===== src/revolve_profile_vertex_macros.svh =====
// Assertion macros for the vertex revolve block.
// Define NO_ASSERTIONS to compile the checks out.
`ifndef REVOLVE_PROFILE_VERTEX_MACROS_SVH
`define REVOLVE_PROFILE_VERTEX_MACROS_SVH

`ifndef NO_ASSERTIONS

`define RPV_ASSERT_IMP(label, clk, rst_n, ante, cons) \
	label: assert property (@(posedge clk) disable iff (!rst_n) (ante) |-> (cons)) \
		else $error("revolve_profile_vertex: assertion failed");

`define RPV_ASSERT_NXT(label, clk, rst_n, ante, cons) \
	label: assert property (@(posedge clk) disable iff (!rst_n) (ante) |=> (cons)) \
		else $error("revolve_profile_vertex: assertion failed");

`else

`define RPV_ASSERT_IMP(label, clk, rst_n, ante, cons)

`define RPV_ASSERT_NXT(label, clk, rst_n, ante, cons)

`endif

`endif


===== src/rpv_pkg.sv =====
`timescale 1ns / 1ps
`default_nettype none

package rpv_pkg;

	localparam int COORD_BITS    = 16;
	localparam int ANGLE_BITS    = 16;
	localparam int RING_BITS     = 11;
	localparam int CFG_IDX_BITS  = 2;
	localparam int CFG_DATA_BITS = 16;

	localparam int TRIG_BITS  = 31;
	localparam int FRAC_SHIFT = 30;
	localparam int PROD_BITS  = 2 * TRIG_BITS + 1;

	localparam int POLY_STEPS   = 4;
	localparam int QSINE_STAGES = POLY_STEPS + 2;
	localparam int PIPE_STAGES  = QSINE_STAGES + 3;

	typedef logic signed [COORD_BITS-1:0] coord_t;
	typedef logic [ANGLE_BITS-1:0]        angle_t;
	typedef logic [RING_BITS-1:0]         ring_t;
	typedef logic [TRIG_BITS-1:0]         trig_t;
	typedef logic [CFG_IDX_BITS-1:0]      cfg_idx_t;
	typedef logic [CFG_DATA_BITS-1:0]     cfg_data_t;
	typedef logic [1:0]                   quad_t;

	localparam cfg_idx_t REG_START_ANGLE = cfg_idx_t'(0);
	localparam cfg_idx_t REG_STEP_ANGLE  = cfg_idx_t'(1);
	localparam cfg_idx_t REG_FULL_TURN   = cfg_idx_t'(2);

	localparam angle_t START_RESET = '0;
	localparam angle_t STEP_RESET  = angle_t'(1 << (ANGLE_BITS - 2));

	localparam quad_t QUAD_I   = 2'd0;
	localparam quad_t QUAD_II  = 2'd1;
	localparam quad_t QUAD_III = 2'd2;
	localparam quad_t QUAD_IV  = 2'd3;

	localparam trig_t Q30_ONE  = trig_t'(1073741824);
	localparam trig_t Q30_HALF = trig_t'(536870912);
	localparam trig_t SIN_C1   = trig_t'(1686629713);
	localparam trig_t SIN_C3   = trig_t'(693598668);
	localparam trig_t SIN_C5   = trig_t'(85569306);
	localparam trig_t SIN_C7   = trig_t'(5026995);
	localparam trig_t SIN_C9   = trig_t'(172272);

	localparam trig_t POLY_COEF [POLY_STEPS] = '{SIN_C7, SIN_C5, SIN_C3, SIN_C1};

	typedef struct packed {
		logic   pass;
		quad_t  quad;
		coord_t radius;
		coord_t height;
		coord_t depth;
	} side_t;

endpackage

`default_nettype wire


===== src/rpv_angle.sv =====
`timescale 1ns / 1ps
`default_nettype none

module rpv_angle (
	input  wire logic            clk,
	input  wire logic            arst_n,
	input  wire logic            take,
	input  wire rpv_pkg::ring_t  ring,
	input  wire rpv_pkg::coord_t radius,
	input  wire rpv_pkg::coord_t height,
	input  wire rpv_pkg::coord_t depth,
	input  wire rpv_pkg::angle_t start_angle,
	input  wire rpv_pkg::angle_t step_angle,
	input  wire logic            full_turn,
	output logic                 valid_s1,
	output rpv_pkg::angle_t      angle_s1,
	output rpv_pkg::side_t       side_s1
);

	localparam int AW = rpv_pkg::ANGLE_BITS;
	localparam int MW = rpv_pkg::RING_BITS + rpv_pkg::ANGLE_BITS;

	logic [MW-1:0]   ring_prod;
	rpv_pkg::angle_t angle_next;

	assign ring_prod  = MW'(ring) * MW'(step_angle);
	assign angle_next = start_angle + ring_prod[AW-1:0];

	always_ff @(posedge clk or negedge arst_n) begin
		if (!arst_n) begin
			valid_s1 <= 1'b0;
		end else begin
			valid_s1 <= take;
		end
	end

	always_ff @(posedge clk) begin
		angle_s1       <= angle_next;
		side_s1.pass   <= full_turn && (ring == '0);
		side_s1.quad   <= angle_next[AW-1 -: 2];
		side_s1.radius <= radius;
		side_s1.height <= height;
		side_s1.depth  <= depth;
	end

endmodule

`default_nettype wire


===== config.mk =====
export PLATFORM = sky130hd
export DESIGN_NAME = rpv_angle
export DESIGN_NICKNAME = d
export VERILOG_FILES = /design/src/revolve_profile_vertex_macros.svh /design/src/rpv_pkg.sv /design/src/rpv_angle.sv
export SDC_FILE = /design/constraint.sdc
export NUM_CORES = 1
export LEC_CHECK = 0
export ABC_AREA = 1
export BUFFER_PORTS_ARGS = -buffer_cell sky130_fd_sc_hd__buf_2
export CAP_MARGIN = 20
export CORE_MARGIN = 5
export CORE_UTILIZATION = 45
export DETAILED_ROUTE_END_ITERATION = 16
export GPL_ROUTABILITY_DRIVEN = 0
export PLACE_DENSITY = 0.71
export SKIP_CTS_REPAIR_TIMING = 1
export SLEW_MARGIN = 20
export SYNTH_ARGS = -nofsm -noshare
export SYNTH_HDL_FRONTEND = slang
export SYNTH_SLANG_ARGS = --single-unit

===== constraint.sdc =====
create_clock -name clk -period 0.8 [get_ports clk]
set_clock_uncertainty 0.05 [all_clocks]
set_input_delay 0.16 -clock clk [delete_from_list [all_inputs] [get_ports clk]]
set_output_delay 0.16 -clock clk [all_outputs]
set_load 0.01 [all_outputs]

==> impl_metrics.ini <==
[place]
postPlaceCellArea_sq_mm = 0.007216
dpl.cell_count = 1050
io_buffers = 162
dpl.hpwl_um = 11380

[finish]
final_cells = 1133
layout-drive-gt1-share = 0.4446
final_common_cell = inv_1
area_delta_synth_final_pct = 64.00
final_cell_mix = inv_1, nand2_1, buf_2
fin_nets = 1178
postLayoutCellArea_sq_mm = 0.009121
antenna_cells = 0

[detailed_routing]
vias = 5215
via_per_inst = 4.603
drcViolationCount = 0
drt_wl_total_um = 17020
drt_first_pass_iters = 4
wl_per_cell_um = 15.02
drtIter0Drc = 181
drtAntennaViolNets = 0

[synthesis]
synth_warnings = 0
ys_types = 25
synth_cells = 679
syn_nets = 897
synth-seq-area-share = 0.2385
syn_area_per_cell_sq_um = 8.191
synth_area_sq_mm = 0.005562
synth-seq-cells = 66

[setup_path]
startpoint = ring[4]
cp.arrival_ps = 4020
crit_path_end_kind = flop
crit_path_start_kind = input pin
required_ps = 990
cp_max_fo = 5
crit_type = input pin to flop
cp-endpoint = angle_s1[12]$_DFF_P_

[power]
pwr-share-comb = 0.763
power.density_mw_per_mm2 = 3955
power_frac_clock = 0.118
fin_total_pwr_uw = 36080
switching_share = 0.4465
p_sw_uw = 16110
p_int_uw = 19970
seqPwrFrac = 0.119
p_leak_uw = 0.004902
irDropWorstVdd_mv = 3.419

[clock_tree]
cts_tree = done
root_buffer = clkbuf_16
cts_buffers = 9
clock_sinks = 66
path_clk_slew_ps = 60
clock_path_buffers = 2
htree_levels = 3

[worst_hold_path]
hold_class = input pin to flop
min_path_cells = 2

[sta]
maxSlewHeadroom = 0.8336
post-route-min-period_ps = 3828
finalHoldViolations = 0
rsz0062_at_grt = yes
fmax_ghz = 0.2613
drv_slew = 0
fin_setup_tns_ps = -47520
setup_slack_ps = -3028
worstMarginPinSlew_ps = 248.8
fin_crit_sh = 4.785
setup_violations = 84

[global_routing]
grt_pass1_vias = 4925
grt_pass1_wl_um = 21590
track_usage = 0.1838
grt_max_degree = 15
antenna_found_initial = 0
overflow = 0

[status]
violations = negative setup slack
status = complete, but fails checks

[floorplanning]
ios = 163
num_rows = 40
coreArea_sq_mm = 0.01206
die_x_um = 121.2
initial_core_util = 0.4611
die_h_um = 121.2
die_area_sq_mm = 0.01468

[run]
maxCapViolations = 0
## area by class of cell
class	count	area [sq um]
Inverter	204	765.7
Clock inverter	7	100.1
Multi-Input combinational cell	385	4054
Fill cell	801	2940
Timing Repair Buffer	294	2414
Sequential cell	66	1353
Tap cell	168	210.2
Clock buffer	9	225.2
## state kept, by name (all words and copies together) (netlist names)
name      flops
angle_s1     15
valid_s1      1
side_s1      50
## per-layer routing
layer / GRT usage / part of all wire / wire [um]
met1: 0.2179 / 0.35 / 5937
met2: 0.3428 / 0.57 / 9667
met3: 0.03310 / 0.054 / 924
met4: 0.04482 / 0.029 / 493
met5: 0 / 0 / 0
## power by group through the flow
stage / combinational (uW) / sequential [uW] / clock, uW
floorplan: 14100 / 4510 / 0
global placement: 20300 / 4200 / 0
detailed placement: 20600 / 4210 / 0
CTS: 20700 / 4140 / 4290
global route: 29900 / 4320 / 4480
finish: 27500 / 4280 / 4250
## critical path, cell delays in order
cell	delay [ps]
buf_12	90
buf_6	100
buf_6	100
nand2_4	40
fa_2	570
inv_2	50
ha_4	150
fa_1	490
fa_1	540
inv_2	40
fa_1	540
inv_2	50
ha_4	280
a21oi_4	210
o21ai_4	90
a21oi_2	140
nor2_1	70
nor2_1	150
xnor2_1	140
## cell usage after synthesis
library cell  number  area, sq um
nand2_2            5        31.28
nor2_1            14        52.55
xnor2_1            7        61.31
dfrtp_1            1        25.02
a31oi_1            2        12.51
xor2_1             5        43.79
buf_2              5        25.02
nor4_1             3        18.77
inv_1            200        750.7
nand2_1          181        679.4
clkinv_1           1        3.750
o21ai_1            2        10.01
dfxtp_1           65         1301
clkbuf_1          13        48.80
buf_4              6        45.04
a21oi_1            9        45.04
nor3_1             2        10.01
o21ai_0            5        25.02
o21bai_1           1        7.510
nand3b_1           2        15.01
xnor2_2            1        16.27
inv_2              3        11.26
ha_1              34        425.4
fa_1              89         1782
nand3_1           23        115.1
## cell families after synthesis
group           after synthesis  synth area share
flops                        66            0.2385
fa+ha+maj                   123            0.3969
xor+xnor                     13           0.02182
simple gates                230            0.1658
compound gates               19           0.01800
buf+inv                     228            0.1591
## per-stage QoR
step / hold WS, ps / utilization / setup WS [ps]
after detailed placement: -113.7 / 0.5982 / -3497
after CTS: -462.6 / 0.6252 / -3151
after global placement: -115.4 / 0.5982 / -3414
after global routing: 9.942 / 0.7562 / -3143
after floorplan: -185.6 / - / -3139
final: 14.06 / 0.7562 / -3028
## worst min path at each step
stage	startpoint	to	slack, ps
3_5_place_dp	arst_n	valid_s1$_DFF_PN0_	-110
4_1_cts	arst_n	valid_s1$_DFF_PN0_	-460
5_1_grt	start_angle[0]	angle_s1[0]$_DFF_P_	10
2_1_floorplan	arst_n	valid_s1$_DFF_PN0_	-190
3_3_place_gp	arst_n	valid_s1$_DFF_PN0_	-120
6_report	start_angle[0]	angle_s1[0]$_DFF_P_	10
No activity file was read; power rests on OpenSTA's default activity.
