===== src/revolve_profile_vertex_macros.svh =====
// Assertion macros for the vertex revolve block.
// Define NO_ASSERTIONS to compile the checks out.
`ifndef REVOLVE_PROFILE_VERTEX_MACROS_SVH
`define REVOLVE_PROFILE_VERTEX_MACROS_SVH

`ifndef NO_ASSERTIONS

`define RPV_ASSERT_IMP(label, clk, rst_n, ante, cons) \
	label: assert property (@(posedge clk) disable iff (!rst_n) (ante) |-> (cons)) \
		else $error("revolve_profile_vertex: assertion failed");

`define RPV_ASSERT_NXT(label, clk, rst_n, ante, cons) \
	label: assert property (@(posedge clk) disable iff (!rst_n) (ante) |=> (cons)) \
		else $error("revolve_profile_vertex: assertion failed");

`else

`define RPV_ASSERT_IMP(label, clk, rst_n, ante, cons)

`define RPV_ASSERT_NXT(label, clk, rst_n, ante, cons)

`endif

`endif


===== src/rpv_pkg.sv =====
`timescale 1ns / 1ps
`default_nettype none

package rpv_pkg;

	localparam int COORD_BITS    = 16;
	localparam int ANGLE_BITS    = 16;
	localparam int RING_BITS     = 11;
	localparam int CFG_IDX_BITS  = 2;
	localparam int CFG_DATA_BITS = 16;

	localparam int TRIG_BITS  = 31;
	localparam int FRAC_SHIFT = 30;
	localparam int PROD_BITS  = 2 * TRIG_BITS + 1;

	localparam int POLY_STEPS   = 4;
	localparam int QSINE_STAGES = POLY_STEPS + 2;
	localparam int PIPE_STAGES  = QSINE_STAGES + 3;

	typedef logic signed [COORD_BITS-1:0] coord_t;
	typedef logic [ANGLE_BITS-1:0]        angle_t;
	typedef logic [RING_BITS-1:0]         ring_t;
	typedef logic [TRIG_BITS-1:0]         trig_t;
	typedef logic [CFG_IDX_BITS-1:0]      cfg_idx_t;
	typedef logic [CFG_DATA_BITS-1:0]     cfg_data_t;
	typedef logic [1:0]                   quad_t;

	localparam cfg_idx_t REG_START_ANGLE = cfg_idx_t'(0);
	localparam cfg_idx_t REG_STEP_ANGLE  = cfg_idx_t'(1);
	localparam cfg_idx_t REG_FULL_TURN   = cfg_idx_t'(2);

	localparam angle_t START_RESET = '0;
	localparam angle_t STEP_RESET  = angle_t'(1 << (ANGLE_BITS - 2));

	localparam quad_t QUAD_I   = 2'd0;
	localparam quad_t QUAD_II  = 2'd1;
	localparam quad_t QUAD_III = 2'd2;
	localparam quad_t QUAD_IV  = 2'd3;

	localparam trig_t Q30_ONE  = trig_t'(1073741824);
	localparam trig_t Q30_HALF = trig_t'(536870912);
	localparam trig_t SIN_C1   = trig_t'(1686629713);
	localparam trig_t SIN_C3   = trig_t'(693598668);
	localparam trig_t SIN_C5   = trig_t'(85569306);
	localparam trig_t SIN_C7   = trig_t'(5026995);
	localparam trig_t SIN_C9   = trig_t'(172272);

	localparam trig_t POLY_COEF [POLY_STEPS] = '{SIN_C7, SIN_C5, SIN_C3, SIN_C1};

	typedef struct packed {
		logic   pass;
		quad_t  quad;
		coord_t radius;
		coord_t height;
		coord_t depth;
	} side_t;

endpackage

`default_nettype wire


===== src/rpv_scale.sv =====
`timescale 1ns / 1ps
`default_nettype none

module rpv_scale (
	input  wire logic            clk,
	input  wire logic            arst_n,
	input  wire logic            valid_in,
	input  wire rpv_pkg::side_t  side,
	input  wire rpv_pkg::trig_t  sine,
	input  wire rpv_pkg::trig_t  cosine,
	output logic                 done,
	output rpv_pkg::coord_t      out_x,
	output rpv_pkg::coord_t      out_y,
	output rpv_pkg::coord_t      out_z
);

	localparam int CW = rpv_pkg::COORD_BITS;
	localparam int XW = CW + rpv_pkg::TRIG_BITS;
	localparam int RW = XW + 1;
	localparam int MW = CW + 2;

	localparam logic [MW-1:0] POS_LIM = MW'((1 << (CW - 1)) - 1);
	localparam logic [MW-1:0] NEG_LIM = MW'(1 << (CW - 1));

	function automatic rpv_pkg::coord_t sat_coord(logic [RW-1:0] prod_r, logic neg);
		logic [MW-1:0] m;
		logic [MW-1:0] nm;
		m  = prod_r[rpv_pkg::FRAC_SHIFT +: MW];
		nm = -m;
		if (neg) begin
			return (m > NEG_LIM) ? NEG_LIM[CW-1:0] : nm[CW-1:0];
		end
		return (m > POS_LIM) ? POS_LIM[CW-1:0] : m[CW-1:0];
	endfunction

	logic [CW-1:0]   mag;
	rpv_pkg::trig_t  tx;
	rpv_pkg::trig_t  tz;
	logic            nx;
	logic            nz;

	logic            valid_s8;
	rpv_pkg::side_t  side_s8;
	logic [XW-1:0]   prod_x_s8;
	logic [XW-1:0]   prod_z_s8;
	logic            neg_x_s8;
	logic            neg_z_s8;

	logic [RW-1:0]   rnd_x;
	logic [RW-1:0]   rnd_z;

	assign mag = side.radius[CW-1] ? CW'(-side.radius) : CW'(side.radius);

	always_comb begin
		unique case (side.quad)
			rpv_pkg::QUAD_I: begin
				tx = cosine; nx = 1'b0;
				tz = sine;   nz = 1'b0;
			end
			rpv_pkg::QUAD_II: begin
				tx = sine;   nx = 1'b1;
				tz = cosine; nz = 1'b0;
			end
			rpv_pkg::QUAD_III: begin
				tx = cosine; nx = 1'b1;
				tz = sine;   nz = 1'b1;
			end
			default: begin
				tx = sine;   nx = 1'b0;
				tz = cosine; nz = 1'b1;
			end
		endcase
	end

	always_ff @(posedge clk or negedge arst_n) begin
		if (!arst_n) begin
			valid_s8 <= 1'b0;
			done     <= 1'b0;
		end else begin
			valid_s8 <= valid_in;
			done     <= valid_s8;
		end
	end

	always_ff @(posedge clk) begin
		side_s8   <= side;
		prod_x_s8 <= XW'(mag) * XW'(tx);
		prod_z_s8 <= XW'(mag) * XW'(tz);
		neg_x_s8  <= nx;
		neg_z_s8  <= nz;
	end

	assign rnd_x = RW'(prod_x_s8) + RW'(rpv_pkg::Q30_HALF);
	assign rnd_z = RW'(prod_z_s8) + RW'(rpv_pkg::Q30_HALF);

	always_ff @(posedge clk) begin
		out_x <= side_s8.pass ? side_s8.radius : sat_coord(rnd_x, neg_x_s8);
		out_y <= side_s8.height;
		out_z <= side_s8.pass ? side_s8.depth : sat_coord(rnd_z, neg_z_s8);
	end

endmodule

`default_nettype wire


===== config.mk =====
export PLATFORM = sky130hd
export DESIGN_NAME = rpv_scale
export DESIGN_NICKNAME = d
export VERILOG_FILES = /design/src/revolve_profile_vertex_macros.svh /design/src/rpv_pkg.sv /design/src/rpv_scale.sv
export SDC_FILE = /design/constraint.sdc
export NUM_CORES = 2
export LEC_CHECK = 0
export BUFFER_PORTS_ARGS = -buffer_cell sky130_fd_sc_hd__buf_4
export CAP_MARGIN = 20
export CORE_MARGIN = 2
export CORE_UTILIZATION = 65
export DETAILED_ROUTE_END_ITERATION = 10
export GPL_ROUTABILITY_DRIVEN = 0
export PLACE_DENSITY = 0.85
export SYNTH_ARGS = -nofsm -noshare
export SYNTH_HDL_FRONTEND = slang
export SYNTH_SLANG_ARGS = --single-unit

===== constraint.sdc =====
create_clock -name clk -period 4.8 [get_ports clk]
set_input_delay 0 -clock clk [delete_from_list [all_inputs] [get_ports clk]]
set_output_delay 0 -clock clk [all_outputs]
set_load 0.005 [all_outputs]

==> results by stage, run 1 <==
GRT:
- The pin count of the biggest net entering global routing is 51.
- The via count of the first global-routing pass came to about 46k.
- The first global-routing pass estimated around 290000 um of wire.
- The overall overflow remaining after global route is 66.
- For this run, the total global-route usage over all layers was measured as 0.699.

Floorplan:
- The initial cell density of the core is 0.659.
- The I/O pin count is ~170.
- The site row count is 86.
- The die is 241 um wide.
- In this run the vertical extent of the chip is roughly 240 um.

CTS:
- The clock drives 137 sinks.
- CTS placed an instance of clkbuf_16 at the clock tree root.
- The number of H-tree levels is 4.
- Buffers inserted during clock tree synthesis total 17.
- In this run the deepest clock path goes through 2 buffers.

Synthesis:
- In this run, distinct cell masters in the synthesized netlist total 80.
- inv_1 is the most common cell in the netlist.
- In the synthesized netlist, the cells that appear most often are 986 x inv_1, 806 x fa_1, 758 x nand2_1.
- The predominant post-synthesis flop cell is dfxtp_1.
- The number of warnings issued by yosys is 0.
- The flop and latch count out of synthesis is 137.
- The cell type contributing the most total cell area after synthesis is fa_1.
- Of the post-synthesis cell area, the dominant cell type holds 0.443.
- The proportion of synthesized flip-flops having asynchronous set or reset is 0.0146.
- The gate count after technology mapping is 4246.
- In the post-synthesis netlist, the biggest area contributors are fa_1 44%, inv_1 10%, ha_1 8.3%.
- In this run, synthesis inferred 0 flip-flops with an integrated enable.
- The sequential area share after synthesis is 0.0755.
- After synthesis the cells add up to 0.0364 mm^2.
- When the netlist entered floorplanning its net count stood at 5410.
- A synthesized cell averages 8.58 um^2.

Placement:
- The placed instance area is 0.0435 mm^2.
- Including well taps, the total number of placed cells is 5599.
- The number of input and output port buffers inserted is 164.
- The placed wire-length estimate after detailed placement is around 100000 um.

Status:
- The terminating stage of the flow is 5_1_grt.
- The first error in the log reads "[ERROR GRT-0116] Global routing finished with congestion. Check the congestion regions in the DRC Viewer".
- The flow did not finish.
timing repair:
item	CTS
hold endpoints to repair	53
resized for setup	129
pin swaps	71
cloned	3
setup endpoints to repair	36
hold buffers	53
buffers inserted	32
metrics by stage:
step                      setup WS, ns  utilization
after floorplan                  -2.17            -
after detailed placement         -3.10        0.786
after global placement           -2.89        0.786
after CTS                        -2.18        0.823
logic make-up after synthesis:
kind of cell,synth area share
multiplexers,0.0355
flip-flops,0.0755
AND/OR/NAND/NOR,0.149
AO/OA/AOI/OAI,0.0661
buffers and inverters,0.121
adder cells (fa/ha/maj),0.526
XOR/XNOR,0.0269
routing by layer:
metal,overflow,track usage
met1,5,0.689
met2,33,0.840
met3,1,0.618
met4,27,0.621
met5,0,0.399
==> run 2, diff against run 1 <==
--- a/config.mk
+++ b/config.mk
@@ -8,10 +8,10 @@
 export BUFFER_PORTS_ARGS = -buffer_cell sky130_fd_sc_hd__buf_4
 export CAP_MARGIN = 20
 export CORE_MARGIN = 2
-export CORE_UTILIZATION = 65
+export CORE_UTILIZATION = 40
 export DETAILED_ROUTE_END_ITERATION = 10
 export GPL_ROUTABILITY_DRIVEN = 0
-export PLACE_DENSITY = 0.85
+export PLACE_DENSITY_LB_ADDON = 0.15
 export SYNTH_ARGS = -nofsm -noshare
 export SYNTH_HDL_FRONTEND = slang
 export SYNTH_SLANG_ARGS = --single-unit
==> run 2 against run 1 <==
Net effect:
- the flow now finishes, with violations (negative setup slack)
- synthesized cell count unchanged
- area after synthesis unchanged
==> results by stage, run 2 <==
Status:
- The flow ran to the end, but the final reports show violations.
- The final reports fail on negative setup slack.

Cells and area:
- The top cell types in the final layout, fill and taps aside, are 974 x inv_1, 791 x fa_1, 777 x buf_4.
- For this run, the post-layout net count is 6166.
- The commonest non-fill, non-tap cell in the layout is inv_1.
- The finished cells cover 0.0470 mm^2.
- The flip-flop count of the largest register after layout is 49.
- The area growth from synthesis to layout is 29.0%.
- Ranked by flip-flop count, first place goes to side_s8.
- The number of antenna diodes is 0.
- In the final layout, the registers with the most flip-flops are side_s8: 49 flops, prod_x_s8: 18 flops, prod_z_s8: 18 flops.
- The layout has 8485 filler cells.
- Of the cells placed in the final design, the portion with a size suffix greater than 1 is 0.233.
- At the end of the flow the core is filled with cells to 0.522.

Placement:
- The pre-CTS worst setup slack is -2.97 ns.
- The placed wire-length estimate after detailed placement is 108000 um.
- Input and output buffers added on the ports amount to 164.
- In this run the cell area measured after placement is between 0.04 and 0.05 mm^2.

Synthesis:
- Synthesis inferred 137 register bits.
- The number of warnings issued by yosys is 0.
- After synthesis the cells add up to 0.0364 mm^2.
- The average footprint of a synthesized cell is ~8.6 um^2.
- The number of nets in the synthesized netlist is 5410.
- Synthesis handed over a netlist of 4246 instances.
- The distinct cell type count after synthesis is 80.
- The cell type contributing the most total cell area after synthesis is fa_1.
- The predominant post-synthesis flop cell is dfxtp_1.
- Of the synthesized area, sequential elements account for 0.0755.
- Of the post-synthesis cell area, the dominant cell type holds 0.443.
- In the post-synthesis netlist, the biggest area contributors are fa_1 44%, inv_1 10%, ha_1 8.3%.
- Counting flops with a built-in enable in the synthesized netlist gives 0.
- Sorting the synthesized cells by how often they occur yields 986 x inv_1, 806 x fa_1, 758 x nand2_1.
- After synthesis, the share of flip-flops with an asynchronous set or reset is 0.0146.
- In the post-synthesis netlist, the cell with the most instances is inv_1.

CTS:
- The TritonCTS clock tree is built.
- The clock-pin slew reported for the worst setup and hold paths after clock tree synthesis is about 0.060 ns.
- The number of clock buffers inserted by TritonCTS is 17.
- The number of H-tree levels is 4.
- The CTS sink count is 137.
- Clock tree synthesis selected as its root buffer the cell clkbuf_16.
- The maximum buffer depth of the clock tree is 2.
- The clock network latency to the later pin of the worst-skew pair is 0.43 ns.

Drt:
- The first detailed-routing pass took 8 iterations.
- The detail route stage leaves a number of antenna-violating nets equal to 0.
- Dividing the detail-routed wire length by the instance count gives ~20 um.
- The per-cell via count in the routed design is about 5.
- The first routing iteration left 2346 violations.
- The routed layout has 31.4k vias.
- In the routed design, unresolved DRC markers number 0.
- The routed design has 126000 um of wire.

GRT:
- The via count of the first global-routing pass is 32.9k.
- Entering global routing, the biggest net connects 50 pins.
- The first-pass GRT wire length is 194000 um.
- The all-layer global routing usage is 0.273.
- Global routing finished with a remaining overflow of 0.
- The number of antenna violations at the first check in global routing came to 2.

STA:
- The actual slew at the worst max-slew pin is 1.12 ns.
- Setup violations remaining at the end of the flow were counted as 36.
- Setup repair after global routing could not meet its margin everywhere.
- The final hold violation count came to 0.
- The worst setup slack after layout is -2.14 ns.
- The worst clock skew on the final layout is 0.0166 ns.
- The worst pin sits at a relative slew slack of 0.250.
- The smallest clock period supported by the final layout is computed as 6.94 ns.
- The number of pins exceeding their max-slew limit in the final report is 0.
- The final sum of negative setup slack is -71.01 ns.
- The final worst-path cycle share is 1.45.
- Based on the critical path, the design can be clocked at up to 0.144 GHz.

Setup path:
- At the worst endpoint, the arrival time is 7.28 ns.
- The maximum fanout along the worst path is 8.
- The delay of the slowest cell on the worst path is 0.54 ns.
- The nature of the critical path startpoint is a primary input.
- The required time reported for the critical path endpoint is 5.14 ns.
- The type of destination of the critical path is a flop.
- The most numerous cell type found on the critical path is fa_1.
- The register-to-register setup slack is 1.21 ns.
- The setup path with the least slack is of type primary input to flop.
- The cell with the largest stage delay on the worst path is or4_4.

Floorplan:
- 165 I/O pins were placed.
- For this configuration, the core starts out at a cell density of 0.404.
- The area of the placeable core is 0.0901 mm^2.
- The y dimension of the die is 306 um.
- The die span in x is 306 um.
- After floorplanning, the core was divided into 110 placement rows.
- The die covers 0.0935 mm^2.

Run:
- The tool flagged a number of max-cap violations equal to 0.

Worst hold path:
- The type of the worst min-delay path is primary input to flop.
==> run 2: cell counts after synthesis <==
Identical to the previous run, type by type.
==> run 2: routing by layer <==
layer,vias up,share of wire,global-route usage
met3,174,0.085,0.0545
met2,1210,0.45,0.438
met4,4,0.028,0.0678
met5,-,0.00025,0
li1,14200,-,-
met1,15800,0.44,0.378
==> run 2: critical path: cells and delay by family <==
kind / cells / cell delay (ns)
buffers and inverters: 9 / 1.05
and+or+nand+nor: 6 / 1.59
AOI/OAI and AO/OA: 8 / 1.24
xor gates and xnor gates: 1 / 0.19
adders and majority gates: 7 / 3.16
==> run 2: repair_timing <==
| item | CTS | global route |
|---|---|---|
| setup endpoints to repair | 36 | 36 |
| pin swaps | 45 | 51 |
| gates cloned | 4 | 1 |
| endpoints found under the hold margin | 53 | 1 |
| hold buffers | 52 | 1 |
| buffers inserted | 24 | 17 |
| resized for setup | 117 | 82 |
==> run 2: cells by family after synthesis <==
kind of cell,after synthesis,share of synthesized area
compound gates,359,0.0661
xor+xnor,111,0.0269
fa+ha+maj,1048,0.526
buf+inv,1162,0.121
flops,137,0.0755
mux,121,0.0355
simple gates,1308,0.149
==> run 2: final cells by class <==
class	count	area, um^2	area share
multi-input cells	2947	30600	0.652
repair buffers	913	7840	0.167
inverters	986	3700	0.0787
flip-flops and latches	137	2750	0.0585
well taps	1176	1470	0.0313
clock buffers	17	425	0.00905
clock inverters	15	180	0.00383
==> run 2: path summary, 6_finish.rpt <==
check,end,cells past startpoint,startpoint
min in group asynchronous,valid_s8$_DFF_PN0_,3,arst_n
worst min register to register,out_y[0]$_DFF_P_,0,side_s8[16]$_DFF_P_
worst max register to register,out_x[5]$_DFF_P_,10,prod_x_s8[29]$_DFF_P_
worst max-delay path,prod_z_s8[46]$_DFF_P_,31,side[34]
worst min-delay path,neg_z_s8$_DFF_P_,5,side[49]
max in group asynchronous,done$_DFF_PN0_,3,arst_n
==> run 2: through the flow <==
stage / instances / hold slack [ns]
after floorplan: 4246 / -0.296
after global placement: 6066 / -0.218
after detailed placement: 6066 / -0.216
after CTS: 6175 / -0.300
after global routing: 6191 / 0.139
final: 6191 / 0.104
Power of run 2 is not shown: default switching activity piles up to over one toggle a cycle in this logic, so the estimate is an artifact.
